<file path="src/biou_pkg.sv">
`default_nettype none
// ============================================================================
// biou_pkg: shared constants and types for the box overlap ratio unit
// Coordinate width default, ratio format, threshold reset and the tag that
// travels with every request through the divider pipeline.
// ============================================================================
package biou_pkg;

    // Default coordinate width (signed Q12.4 at 16 bits).
    localparam int COORD_WIDTH_DEF = 16;

    // Fraction bits of the ratio and total ratio width (one integer bit for 1.0).
    localparam int RATIO_BITS  = 16;
    localparam int RATIO_WIDTH = RATIO_BITS + 1;

    // Threshold register, Q1.16 with one integer bit, resets to 0.5.
    localparam int                     THRESH_WIDTH = RATIO_WIDTH;
    localparam logic [THRESH_WIDTH-1:0] THRESH_RESET = THRESH_WIDTH'(32768);

    // Control that accompanies a request through the pipeline.
    typedef struct packed {
        logic valid;  // stage holds a request
        logic hit;    // boxes overlap with positive width and height
    } t_biou_tag;

endpackage
`default_nettype wire

</file>
<file path="src/biou_ifs.sv">
`default_nettype none
// ============================================================================
// biou_ifs: request, result and configuration channels
// Valid/ready channels with source and sink modports.
// ============================================================================
interface biou_box_if #(
    parameter int COORD_WIDTH = biou_pkg::COORD_WIDTH_DEF
);
    logic                          valid;
    logic                          ready;
    logic signed [COORD_WIDTH-1:0] a_left;
    logic signed [COORD_WIDTH-1:0] a_top;
    logic signed [COORD_WIDTH-1:0] a_right;
    logic signed [COORD_WIDTH-1:0] a_bottom;
    logic signed [COORD_WIDTH-1:0] b_left;
    logic signed [COORD_WIDTH-1:0] b_top;
    logic signed [COORD_WIDTH-1:0] b_right;
    logic signed [COORD_WIDTH-1:0] b_bottom;

    modport source (
        output valid, a_left, a_top, a_right, a_bottom,
               b_left, b_top, b_right, b_bottom,
        input  ready
    );
    modport sink (
        input  valid, a_left, a_top, a_right, a_bottom,
               b_left, b_top, b_right, b_bottom,
        output ready
    );
endinterface

interface biou_iou_if;
    logic                                 valid;
    logic                                 ready;
    logic [biou_pkg::RATIO_WIDTH-1:0]     overlap_ratio;
    logic                                 above_threshold;

    modport source (output valid, overlap_ratio, above_threshold, input ready);
    modport sink   (input  valid, overlap_ratio, above_threshold, output ready);
endinterface

interface biou_cfg_if;
    logic                                 valid;
    logic                                 ready;
    logic [biou_pkg::THRESH_WIDTH-1:0]    data;

    modport source (output valid, data, input ready);
    modport sink   (input  valid, data, output ready);
endinterface
`default_nettype wire

</file>
<file path="src/box_iou_unit.sv">
`default_nettype none
// ============================================================================
// box_iou_unit: intersection over union of two axis-aligned boxes
// Overlap ratio in unsigned Q1.16 plus a flag that compares it against a
// programmable threshold.
// ============================================================================
// A request runs through stages 1 to 3, the divider and the output register.
// Throughput: one request per cycle unless o_iou stalls; every stage is one
// register deep and the 17-bit quotient is produced one bit per divider stage.
// A stalled result freezes the whole pipeline, so nothing is lost or repeated.
// Reset (synchronous, active low) empties the pipeline and sets the match
// threshold to 0.5 (32768). No clearing pass is needed after reset.
module box_iou_unit #(
    parameter int COORD_WIDTH = biou_pkg::COORD_WIDTH_DEF
) (
    input  logic       i_clk,
    input  logic       i_rst_n,
    biou_box_if.sink   i_box,
    biou_cfg_if.sink   i_cfg,
    biou_iou_if.source o_iou
);
    import biou_pkg::*;

    // Products of two positive widths need 2W bits; the union can reach
    // one bit more, since area A plus area B minus the overlap is below 2^(2W+1).
    localparam int PROD_WIDTH = 2 * COORD_WIDTH;
    localparam int UNI_WIDTH  = PROD_WIDTH + 1;
    localparam int DIFF_WIDTH = COORD_WIDTH + 1;

    // ------------------------------------------------------------------
    // Flow control. The pipeline moves as one: it advances whenever the
    // output register is empty or its result is being taken this cycle.
    // No request is taken while reset is held.
    // ------------------------------------------------------------------
    logic r_out_valid;
    logic w_en;

    assign w_en        = !r_out_valid || o_iou.ready;
    assign i_box.ready = w_en && i_rst_n;

    // ------------------------------------------------------------------
    // Threshold register. Writes are taken whenever reset is released.
    // ------------------------------------------------------------------
    logic [THRESH_WIDTH-1:0] r_thresh;

    assign i_cfg.ready = i_rst_n;

    always_ff @(posedge i_clk) begin
        if (!i_rst_n) begin
            r_thresh <= THRESH_RESET;
        end else if (i_cfg.valid) begin
            r_thresh <= i_cfg.data;
        end
    end

    // ------------------------------------------------------------------
    // Stage 1: overlap edges and all six extents. Each extent is a
    // W+1-bit signed difference. When the overlap width and height are
    // both positive, each box's own right edge lies past its left edge
    // (and likewise vertically), so every extent then fits in W unsigned
    // bits and only those are kept.
    // ------------------------------------------------------------------
    logic signed [COORD_WIDTH-1:0] w_in_l, w_in_r, w_in_t, w_in_b;
    logic signed [DIFF_WIDTH-1:0]  w_ov_w, w_ov_h, w_a_w, w_a_h, w_b_w, w_b_h;
    logic                          w_hit;

    always_comb begin
        w_in_l = (i_box.a_left  > i_box.b_left)  ? i_box.a_left  : i_box.b_left;
        w_in_t = (i_box.a_top   > i_box.b_top)   ? i_box.a_top   : i_box.b_top;
        w_in_r = (i_box.a_right < i_box.b_right) ? i_box.a_right : i_box.b_right;
        w_in_b = (i_box.a_bottom < i_box.b_bottom) ? i_box.a_bottom : i_box.b_bottom;

        w_ov_w = DIFF_WIDTH'(w_in_r) - DIFF_WIDTH'(w_in_l);
        w_ov_h = DIFF_WIDTH'(w_in_b) - DIFF_WIDTH'(w_in_t);
        w_a_w  = DIFF_WIDTH'(i_box.a_right)  - DIFF_WIDTH'(i_box.a_left);
        w_a_h  = DIFF_WIDTH'(i_box.a_bottom) - DIFF_WIDTH'(i_box.a_top);
        w_b_w  = DIFF_WIDTH'(i_box.b_right)  - DIFF_WIDTH'(i_box.b_left);
        w_b_h  = DIFF_WIDTH'(i_box.b_bottom) - DIFF_WIDTH'(i_box.b_top);

        w_hit  = (w_ov_w > 0) && (w_ov_h > 0);
    end

    t_biou_tag              r1_tag;
    logic [COORD_WIDTH-1:0] r1_ov_w, r1_ov_h, r1_a_w, r1_a_h, r1_b_w, r1_b_h;

    always_ff @(posedge i_clk) begin
        if (!i_rst_n) begin
            r1_tag <= '0;
        end else if (w_en) begin
            r1_tag.valid <= i_box.valid;
            r1_tag.hit   <= w_hit;
        end
    end

    always_ff @(posedge i_clk) begin
        if (w_en) begin
            r1_ov_w <= w_ov_w[COORD_WIDTH-1:0];
            r1_ov_h <= w_ov_h[COORD_WIDTH-1:0];
            r1_a_w  <= w_a_w[COORD_WIDTH-1:0];
            r1_a_h  <= w_a_h[COORD_WIDTH-1:0];
            r1_b_w  <= w_b_w[COORD_WIDTH-1:0];
            r1_b_h  <= w_b_h[COORD_WIDTH-1:0];
        end
    end

    // ------------------------------------------------------------------
    // Stage 2: the three areas, one W by W multiplier each.
    // ------------------------------------------------------------------
    t_biou_tag             r2_tag;
    logic [PROD_WIDTH-1:0] r2_cross, r2_area_a, r2_area_b;

    always_ff @(posedge i_clk) begin
        if (!i_rst_n) begin
            r2_tag <= '0;
        end else if (w_en) begin
            r2_tag <= r1_tag;
        end
    end

    always_ff @(posedge i_clk) begin
        if (w_en) begin
            r2_cross  <= PROD_WIDTH'(r1_ov_w) * PROD_WIDTH'(r1_ov_h);
            r2_area_a <= PROD_WIDTH'(r1_a_w)  * PROD_WIDTH'(r1_a_h);
            r2_area_b <= PROD_WIDTH'(r1_b_w)  * PROD_WIDTH'(r1_b_h);
        end
    end

    // ------------------------------------------------------------------
    // Stage 3: union area. Exact at full width, never negative on a hit.
    // ------------------------------------------------------------------
    t_biou_tag            r3_tag;
    logic [UNI_WIDTH-1:0] r3_cross, r3_union;

    always_ff @(posedge i_clk) begin
        if (!i_rst_n) begin
            r3_tag <= '0;
        end else if (w_en) begin
            r3_tag <= r2_tag;
        end
    end

    always_ff @(posedge i_clk) begin
        if (w_en) begin
            r3_cross <= UNI_WIDTH'(r2_cross);
            r3_union <= UNI_WIDTH'(r2_area_a) + UNI_WIDTH'(r2_area_b)
                      - UNI_WIDTH'(r2_cross);
        end
    end

    // ------------------------------------------------------------------
    // Stages 4 to 20: restoring division, one quotient bit per stage.
    // On a miss the divider still runs on meaningless operands; the
    // result is forced to zero at the output.
    // ------------------------------------------------------------------
    t_biou_tag              w_div_tag;
    logic [RATIO_WIDTH-1:0] w_div_quo;

    biou_div #(
        .NUM_WIDTH (UNI_WIDTH)
    ) u_div (
        .i_clk   (i_clk),
        .i_rst_n (i_rst_n),
        .i_en    (w_en),
        .i_tag   (r3_tag),
        .i_num   (r3_cross),
        .i_den   (r3_union),
        .o_tag   (w_div_tag),
        .o_quo   (w_div_quo)
    );

    // ------------------------------------------------------------------
    // Stage 21: output register with the threshold compare. A threshold
    // of 65536 or above can never be exceeded, so the flag stays low.
    // ------------------------------------------------------------------
    logic [RATIO_WIDTH-1:0] w_ratio;
    logic [RATIO_WIDTH-1:0] r_ratio;
    logic                   r_above;

    assign w_ratio = w_div_tag.hit ? w_div_quo : '0;

    always_ff @(posedge i_clk) begin
        if (!i_rst_n) begin
            r_out_valid <= 1'b0;
        end else if (w_en) begin
            r_out_valid <= w_div_tag.valid;
        end
    end

    always_ff @(posedge i_clk) begin
        if (w_en) begin
            r_ratio <= w_ratio;
            r_above <= (w_ratio > r_thresh);
        end
    end

    assign o_iou.valid           = r_out_valid;
    assign o_iou.overlap_ratio   = r_ratio;
    assign o_iou.above_threshold = r_above;

endmodule
`default_nettype wire

</file>
<file path="src/biou_div.sv">
`default_nettype none
// ============================================================================
// biou_div: pipelined fractional divider
// Computes floor(num * 2^RATIO_BITS / den) for 0 < num <= den, one quotient
// bit per register stage, so a new division enters every cycle with i_en high.
// ============================================================================
module biou_div #(
    parameter int NUM_WIDTH = 2 * biou_pkg::COORD_WIDTH_DEF + 1
) (
    input  logic                              i_clk,
    input  logic                              i_rst_n,
    input  logic                              i_en,
    input  biou_pkg::t_biou_tag               i_tag,
    input  logic [NUM_WIDTH-1:0]              i_num,
    input  logic [NUM_WIDTH-1:0]              i_den,
    output biou_pkg::t_biou_tag               o_tag,
    output logic [biou_pkg::RATIO_WIDTH-1:0]  o_quo
);
    import biou_pkg::*;

    localparam int STAGES = RATIO_BITS + 1;

    t_biou_tag              r_tag [STAGES];
    logic [RATIO_WIDTH-1:0] r_quo [STAGES];
    logic [NUM_WIDTH-1:0]   r_den [STAGES-1];
    logic [NUM_WIDTH-1:0]   r_rem [STAGES-1];

    // Stage zero settles the integer bit: it is one only when num equals den.
    logic                 n_bit0;
    logic [NUM_WIDTH-1:0] n_rem0;

    always_comb begin
        n_bit0 = (i_num >= i_den);
        n_rem0 = n_bit0 ? (i_num - i_den) : i_num;
    end

    always_ff @(posedge i_clk) begin
        if (!i_rst_n) begin
            r_tag[0] <= '0;
        end else if (i_en) begin
            r_tag[0] <= i_tag;
        end
    end

    always_ff @(posedge i_clk) begin
        if (i_en) begin
            r_quo[0] <= RATIO_WIDTH'(n_bit0);
            r_rem[0] <= n_rem0;
            r_den[0] <= i_den;
        end
    end

    // Remaining stages each shift the partial remainder and try one subtract.
    for (genvar k = 1; k < STAGES; k++) begin : g_stage
        logic [NUM_WIDTH:0] n_shift;
        logic               n_bit;

        always_comb begin
            n_shift = {r_rem[k-1], 1'b0};
            n_bit   = (n_shift >= {1'b0, r_den[k-1]});
        end

        always_ff @(posedge i_clk) begin
            if (!i_rst_n) begin
                r_tag[k] <= '0;
            end else if (i_en) begin
                r_tag[k] <= r_tag[k-1];
            end
        end

        always_ff @(posedge i_clk) begin
            if (i_en) begin
                r_quo[k] <= {r_quo[k-1][RATIO_WIDTH-2:0], n_bit};
            end
        end

        if (k < STAGES - 1) begin : g_rem
            logic [NUM_WIDTH:0] n_diff;

            assign n_diff = n_shift - {1'b0, r_den[k-1]};

            always_ff @(posedge i_clk) begin
                if (i_en) begin
                    r_rem[k] <= n_bit ? n_diff[NUM_WIDTH-1:0] : n_shift[NUM_WIDTH-1:0];
                    r_den[k] <= r_den[k-1];
                end
            end
        end
    end

    assign o_tag = r_tag[STAGES-1];
    assign o_quo = r_quo[STAGES-1];

endmodule
`default_nettype wire
</file>
<file path="src/flat_wrapper.sv">
// flat-port wrapper written by rule: the top's interface ports become plain ports
module box_iou_unit_flat import biou_pkg::*;
#(
    parameter int COORD_WIDTH = biou_pkg::COORD_WIDTH_DEF
)
  (i_clk, i_rst_n, i_box_valid, i_box_a_left, i_box_a_top, i_box_a_right, i_box_a_bottom, i_box_b_left, i_box_b_top, i_box_b_right, i_box_b_bottom, i_box_ready, i_cfg_valid, i_cfg_data, i_cfg_ready, o_iou_valid, o_iou_overlap_ratio, o_iou_above_threshold, o_iou_ready);
  biou_box_if #(.COORD_WIDTH(COORD_WIDTH)) i_box_i ();
  biou_cfg_if i_cfg_i ();
  biou_iou_if o_iou_i ();
  input  logic i_clk;
  input  logic i_rst_n;
  input wire logic [$bits(i_box_i.valid)-1:0] i_box_valid;
  input wire logic [$bits(i_box_i.a_left)-1:0] i_box_a_left;
  input wire logic [$bits(i_box_i.a_top)-1:0] i_box_a_top;
  input wire logic [$bits(i_box_i.a_right)-1:0] i_box_a_right;
  input wire logic [$bits(i_box_i.a_bottom)-1:0] i_box_a_bottom;
  input wire logic [$bits(i_box_i.b_left)-1:0] i_box_b_left;
  input wire logic [$bits(i_box_i.b_top)-1:0] i_box_b_top;
  input wire logic [$bits(i_box_i.b_right)-1:0] i_box_b_right;
  input wire logic [$bits(i_box_i.b_bottom)-1:0] i_box_b_bottom;
  output wire logic [$bits(i_box_i.ready)-1:0] i_box_ready;
  input wire logic [$bits(i_cfg_i.valid)-1:0] i_cfg_valid;
  input wire logic [$bits(i_cfg_i.data)-1:0] i_cfg_data;
  output wire logic [$bits(i_cfg_i.ready)-1:0] i_cfg_ready;
  output wire logic [$bits(o_iou_i.valid)-1:0] o_iou_valid;
  output wire logic [$bits(o_iou_i.overlap_ratio)-1:0] o_iou_overlap_ratio;
  output wire logic [$bits(o_iou_i.above_threshold)-1:0] o_iou_above_threshold;
  input wire logic [$bits(o_iou_i.ready)-1:0] o_iou_ready;
  assign i_box_i.valid = i_box_valid;
  assign i_box_i.a_left = i_box_a_left;
  assign i_box_i.a_top = i_box_a_top;
  assign i_box_i.a_right = i_box_a_right;
  assign i_box_i.a_bottom = i_box_a_bottom;
  assign i_box_i.b_left = i_box_b_left;
  assign i_box_i.b_top = i_box_b_top;
  assign i_box_i.b_right = i_box_b_right;
  assign i_box_i.b_bottom = i_box_b_bottom;
  assign i_box_ready = i_box_i.ready;
  assign i_cfg_i.valid = i_cfg_valid;
  assign i_cfg_i.data = i_cfg_data;
  assign i_cfg_ready = i_cfg_i.ready;
  assign o_iou_valid = o_iou_i.valid;
  assign o_iou_overlap_ratio = o_iou_i.overlap_ratio;
  assign o_iou_above_threshold = o_iou_i.above_threshold;
  assign o_iou_i.ready = o_iou_ready;
  box_iou_unit #(.COORD_WIDTH(COORD_WIDTH)) u_core (.i_clk(i_clk), .i_rst_n(i_rst_n), .i_box(i_box_i), .i_cfg(i_cfg_i), .o_iou(o_iou_i));
endmodule
</file>
<file path="config.mk">
export PLATFORM = sky130hd
export DESIGN_NAME = box_iou_unit_flat
export DESIGN_NICKNAME = d
export VERILOG_FILES = /design/src/biou_pkg.sv /design/src/biou_ifs.sv /design/src/box_iou_unit.sv /design/src/biou_div.sv /design/src/flat_wrapper.sv
export SDC_FILE = /design/constraint.sdc
export NUM_CORES = 2
export LEC_CHECK = 0
export BUFFER_PORTS_ARGS = -buffer_cell sky130_fd_sc_hd__buf_2
export CAP_MARGIN = 10
export CELL_PAD_IN_SITES_DETAIL_PLACEMENT = 1
export CELL_PAD_IN_SITES_GLOBAL_PLACEMENT = 1
export CORE_ASPECT_RATIO = 0.5
export CORE_UTILIZATION = 30
export CTS_CLUSTER_SIZE = 28
export DETAILED_ROUTE_END_ITERATION = 16
export PLACE_DENSITY_LB_ADDON = 0.2
export SYNTH_ARGS = -nofsm -noshare
export SYNTH_HDL_FRONTEND = slang
export SYNTH_HIERARCHICAL = 1
export SYNTH_SLANG_ARGS = --single-unit
</file>
<file path="constraint.sdc">
create_clock -name i_clk -period 49.2 [get_ports i_clk]
set_clock_uncertainty 0.15 [all_clocks]
set_input_delay 7.38 -clock i_clk [delete_from_list [all_inputs] [get_ports i_clk]]
set_output_delay 7.38 -clock i_clk [all_outputs]
set_load 0.05 [all_outputs]
</file>
After elaboration in Yosys (flattened, before gate mapping)
Memory sizes are Yosys's and may differ from the RTL's.
Index checks and enable logic that the tools add are counted.
Widths: inputs -> output; s select.
- memories: 4
- flip-flop bits (word level): 299
- word-level logic and storage cells: 140
- memory bits (writable): 1379
- input port bits: 150
- output and inout bits: 21
- memory list (name ; words ; width ; rd ports ; clocked after Yosys merged registers in ; wr ports ; line ; text):
    u_core.u_div.r_den ; 16 ; 33 ; 16 ; 0 ; 16 ; biou_div.sv:25 ; logic [NUM_WIDTH-1:0] r_den [STAGES-1];
    u_core.u_div.r_rem ; 16 ; 33 ; 16 ; 0 ; 16 ; biou_div.sv:26 ; logic [NUM_WIDTH-1:0] r_rem [STAGES-1];
    u_core.u_div.r_quo ; 17 ; 17 ; 17 ; 0 ; 17 ; biou_div.sv:24 ; logic [RATIO_WIDTH-1:0] r_quo [STAGES];
    u_core.u_div.r_tag ; 17 ; 2 ; 17 ; 0 ; 17 ; biou_div.sv:23 ; t_biou_tag r_tag [STAGES];
- multiplexer cells: 43
- $add $sub $neg: 24
- multiply operators: 3
- magnitude comparators: 24
- bitwise operators: 17
- reductions and logical operators: 4
- operators with widths (kind ; number):
    $ge 34x33->1 ; 16
    $mux 33 ; 16
    $sub 33x33->33 ; 15
    $mul 16x16->32 ; 3
    $mux 16 ; 4
    $sub 16x16->16 ; 4
    $gt 17x1->1 const B ; 2
    $mux 2 ; 17
    $sub 16x16->17 ; 2
    $add 32x32->33 ; 1
    $ge 32x33->1 ; 1
    $sub 32x33->33 ; 1
    $sub 33x32->33 ; 1
    $gt 16x16->1 ; 2
    $lt 16x16->1 ; 2
    $gt 17x17->1 ; 1
    $mux 17 ; 1
    $or 1x1->1 ; 17
    $mux 1 ; 5
    $logic_and 1x1->1 ; 2
    $logic_not 1->1 ; 1
    $logic_or 1x1->1 ; 1

Logic depth before layout (Yosys ltp)
- depth after elaboration: 6
- depth in mapped cells: 24

Modules after synthesis
Netlist, hierarchy kept.
- by module, submodules not included (module ; times used ; area each (um^2) ; seq. area each (um^2) ; cells each):
    biou_div ; 1 ; 73688.2 ; 37325.8 ; 6666
    box_iou_unit ; 1 ; 44590.3 ; 8738.4 ; 4691

Least setup slack after synthesis
No wires, ideal clock.
- path kind: input port to output port
- from: input o_iou_ready
- to: output i_box_ready
- buffers on the path: 1
- path slack: 2860 ps
- data arrival time: 38810 ps
- cell stages on the path: 4
- cells stage by stage: nor2b_1 clkbuf_1 inv_1 and2_1
- cells in the longest elaborated chain, start to end: 2
- ends and longest elaborated chain (what ; line ; text):
    start: declaration ; flat_wrapper.sv:28 ; input wire logic [$bits(o_iou_i.ready)-1:0] o_iou_ready;
    $logic_or 1x1->1 ; box_iou_unit.sv:38 ; assign w_en = !r_out_valid || o_iou.ready;
    net u_core.w_en ; box_iou_unit.sv:36 ; logic w_en;
    $logic_and 1x1->1 ; box_iou_unit.sv:39 ; assign i_box.ready = w_en && i_rst_n;
    end: declaration ; flat_wrapper.sv:21 ; output wire logic [$bits(i_box_i.ready)-1:0] i_box_ready;
The timed path passes the listed nets, and every way through them passes these cells.

Final worst setup path
Same ends and word-level chain as after synthesis.

==> flow_metrics.py <==
metrics = {
    "route": {
        "routedWlPerCell_um": 18.9,
        "drt_wl_total_um": 319000,
        "drtAntennaViolNets": 0,
        "dr.pass1.iters": 5,
        "drt-initial-drc-count": 3238,
        "drc_errors": 0,
        "avgViaCountPerCell": 4.78,
        "via_count": 80641,
    },
    "critical_path": {
        "endpoint_kind": "output port",
        "startpoint": "o_iou_ready",
        "crit_arrival_ns": 8.93,
        "regToRegSetupSlack_ns": 41.63,
        "crit_path_start_kind": "input port",
        "crit_path_end": "i_box_ready",
        "worst_ep_required_time_ns": 41.67,
        "critPathMaxFanout": 50,
        "reg2reg_depth": 20,
        "path_class": "input port to output port",
        "r2r-end": "u_core/r2_cross[29]$_DFFE_PN_",
        "r2r-start": "u_core/r1_ov_w[7]$_DFFE_PN_",
    },
    "cts": {
        "clock_sinks": 1542,
        "clock_latency_ns": 0.85,
        "cts_resized": 0,
        "clock_path_buffers": 4,
        "cts_root_buffer": "clkbuf_16",
        "path_clk_slew_ns": 0.06,
        "tritoncts": "built",
        "htreeDepth": 4,
        "cts_buffers": 171,
        "cts-hold-fix-buffers": 0,
        "postCtsSetupBuffers": 0,
    },
    "logic_synthesis": {
        "synthCells": 11357,
        "ys_ff_latch": 1542,
        "yosys_warnings": 6,
        "synth_flop_cell": "edfxtp_1",
        "synth_edf_count": 1518,
        "seq_area_frac_synth_pct": 38.9,
        "yosys.area.top_type": "edfxtp_1",
        "synth_commonest_cells": "1,672 x inv_1, 1,518 x edfxtp_1, 1,076 x ha_1, 1,020 x nand2_1, 650 x a21oi_1",
        "avgSynthCellArea_um2": 10.4,
        "netlist_area_mm2": 0.118,
        "yosysUniqueCellTypes": 113,
        "ys_async_sr_fraction_pct": 0,
        "ys_top_cells_by_area": "edfxtp_1 39%, ha_1 11%, fa_1 11%",
        "synth.top_cell.area_share_pct": 38.5,
        "yosysMostFrequentCell": "inv_1",
    },
    "sta": {
        "fin_ws_ns": 32.74,
        "rsz0062_at_grt": "false",
        "tightest_slew_ns": 1.16,
        "setup_violations": 0,
        "period_share_pct": 33.5,
        "drv_slew": 0,
        "final.setup.tns_ns": 0,
        "final_hold_viol_count": 0,
        "slew-limit-headroom_pct": 22.7,
        "fmax_ghz": 0.0608,
        "timing.final.crit_period_ns": 16.46,
        "timing.hold.ws_ns": 0.210,
    },
    "outcome": {
        "status": "finished, final reports clean",
    },
    "global_routing": {
        "grt_pass1_wl_um": 503000,
        "first_global_vias": 88683,
        "grt_antenna_before_repair": 3,
        "grt_max_degree": 157,
        "grt_overflow_total": 0,
        "gr-usage-all-layers_pct": 15.9,
    },
    "hold_path": {
        "holdCritPathClass": "flip-flop to flip-flop",
    },
    "placement": {
        "post-place-ws_ns": 32.75,
        "dp_hpwl_um": 256000,
        "placed_cells": 16568,
        "io_buffers": 170,
        "gp_congestion": 0.854,
    },
    "flow_run": {
        "cap_violations": 0,
    },
    "die": {
        "dieArea_mm2": 0.397,
        "io_pins": 171,
        "die_x_um": 890,
        "row_count": 162,
        "die_y_um": 446,
        "initial_utilization_pct": 30.3,
        "core_area_mm2": 0.391,
    },
    "final_layout": {
        "fillers": 43710,
        "stdcell_count": 16870,
        "drive_gt1_share_pct": 7.24,
        "area_growth_pct": 10.3,
        "final_nets": 13355,
    },
}
## cells by family after synthesis
kind of cell,count (synthesis),share of synthesized area (%)
AO/OA/AOI/OAI,2379,13.1
XOR/XNOR,619,4.58
flip-flops,1542,38.9
adder cells (fa/ha/maj),1712,22.1
AND/OR/NAND/NOR,2768,11.5
multiplexers,361,3.36
other,1,0.00317
buffers and inverters,1975,6.38
## worst max-delay path: stages
cell     delay, ns
buf_2         0.10
nor2b_2       0.43
inv_8         0.24
and2_1        0.42
buf_2         0.28
## cell type report
class	instances	area, µm²	area share, %
Clock inverter	86	686	0.526
Multi-Input combinational cell	7841	64800	49.6
Timing Repair Buffer	261	1560	1.19
Sequential cell	1542	46100	35.3
Inverter	1676	6300	4.83
Clock buffer	214	4520	3.47
Tap cell	5248	6570	5.03
Antenna cell	2	5.00	0.00384
## how the worst min path moves through the flow
stage	depth (start not counted)	endpoint	from	slack [ns]
global route	0	u_core/u_div/r_quo[0][125]$_DFFE_PP_	u_core/u_div/r_quo[0][107]$_DFFE_PP_	0.20
global placement	0	u_core/u_div/r_quo[1][43]$_DFFE_PP_	u_core/u_div/r_quo[1][25]$_DFFE_PP_	0.25
detailed placement	0	u_core/u_div/r_quo[0][18]$_DFFE_PP_	u_core/u_div/r_quo[0][0]$_DFFE_PP_	0.26
floorplan	0	u_core/u_div/r_quo[0][103]$_DFFE_PP_	u_core/u_div/r_quo[0][85]$_DFFE_PP_	0.25
CTS	0	u_core/u_div/r_quo[0][125]$_DFFE_PP_	u_core/u_div/r_quo[0][107]$_DFFE_PP_	0.20
finish	0	u_core/u_div/r_quo[0][125]$_DFFE_PP_	u_core/u_div/r_quo[0][107]$_DFFE_PP_	0.21
## flip-flops by register name, summed over array words and instances (netlist names), 16 cells and up
signal,count
u_core/u_div/r_den,528
u_core/u_div/r_rem,528
u_core/u_div/r_quo,153
u_core/u_div/r_tag,34
u_core/r3_union,33
u_core/r2_area_a,32
u_core/r2_area_b,32
u_core/r2_cross,32
u_core/r3_cross,32
u_core/o_iou.overlap_ratio,17
u_core/r_thresh,17
u_core/r1_a_h,16
u_core/r1_a_w,16
u_core/r1_b_h,16
u_core/r1_b_w,16
u_core/r1_ov_h,16
u_core/r1_ov_w,16
## through the flow
stage	util (%)	cell area (µm²)
after detailed placement	32.0	125000
after floorplan	-	118000
final	33.4	130000
after CTS	33.4	130000
after global placement	32.0	125000
after global routing	33.4	130000
## layout by cell type, fill, tap and decap left out, types with 170 or more instances in the layout
cell type,Yosys,layout
nand2_1,1020,1019
clkbuf_16,0,173
xor2_1,222,222
a21oi_1,650,650
xnor2_1,397,397
ha_1,1076,1076
fa_1,636,636
a21o_1,421,421
buf_2,35,170
o21ai_0,486,486
mux2_2,253,253
inv_1,1672,1671
edfxtp_1,1518,1518
nor2_1,429,428
and2_1,411,410
## layer usage
metal,vias up,wire length (µm),GRT usage (%)
met2,816,158000,29.2
met5,-,11,0
met3,453,7800,1.73
met1,39732,142000,19.6
met4,2,10800,4.86
li1,39638,-,-
Power is not shown: default switching activity piles up to over one toggle a cycle in this logic, so the estimate is an artifact.
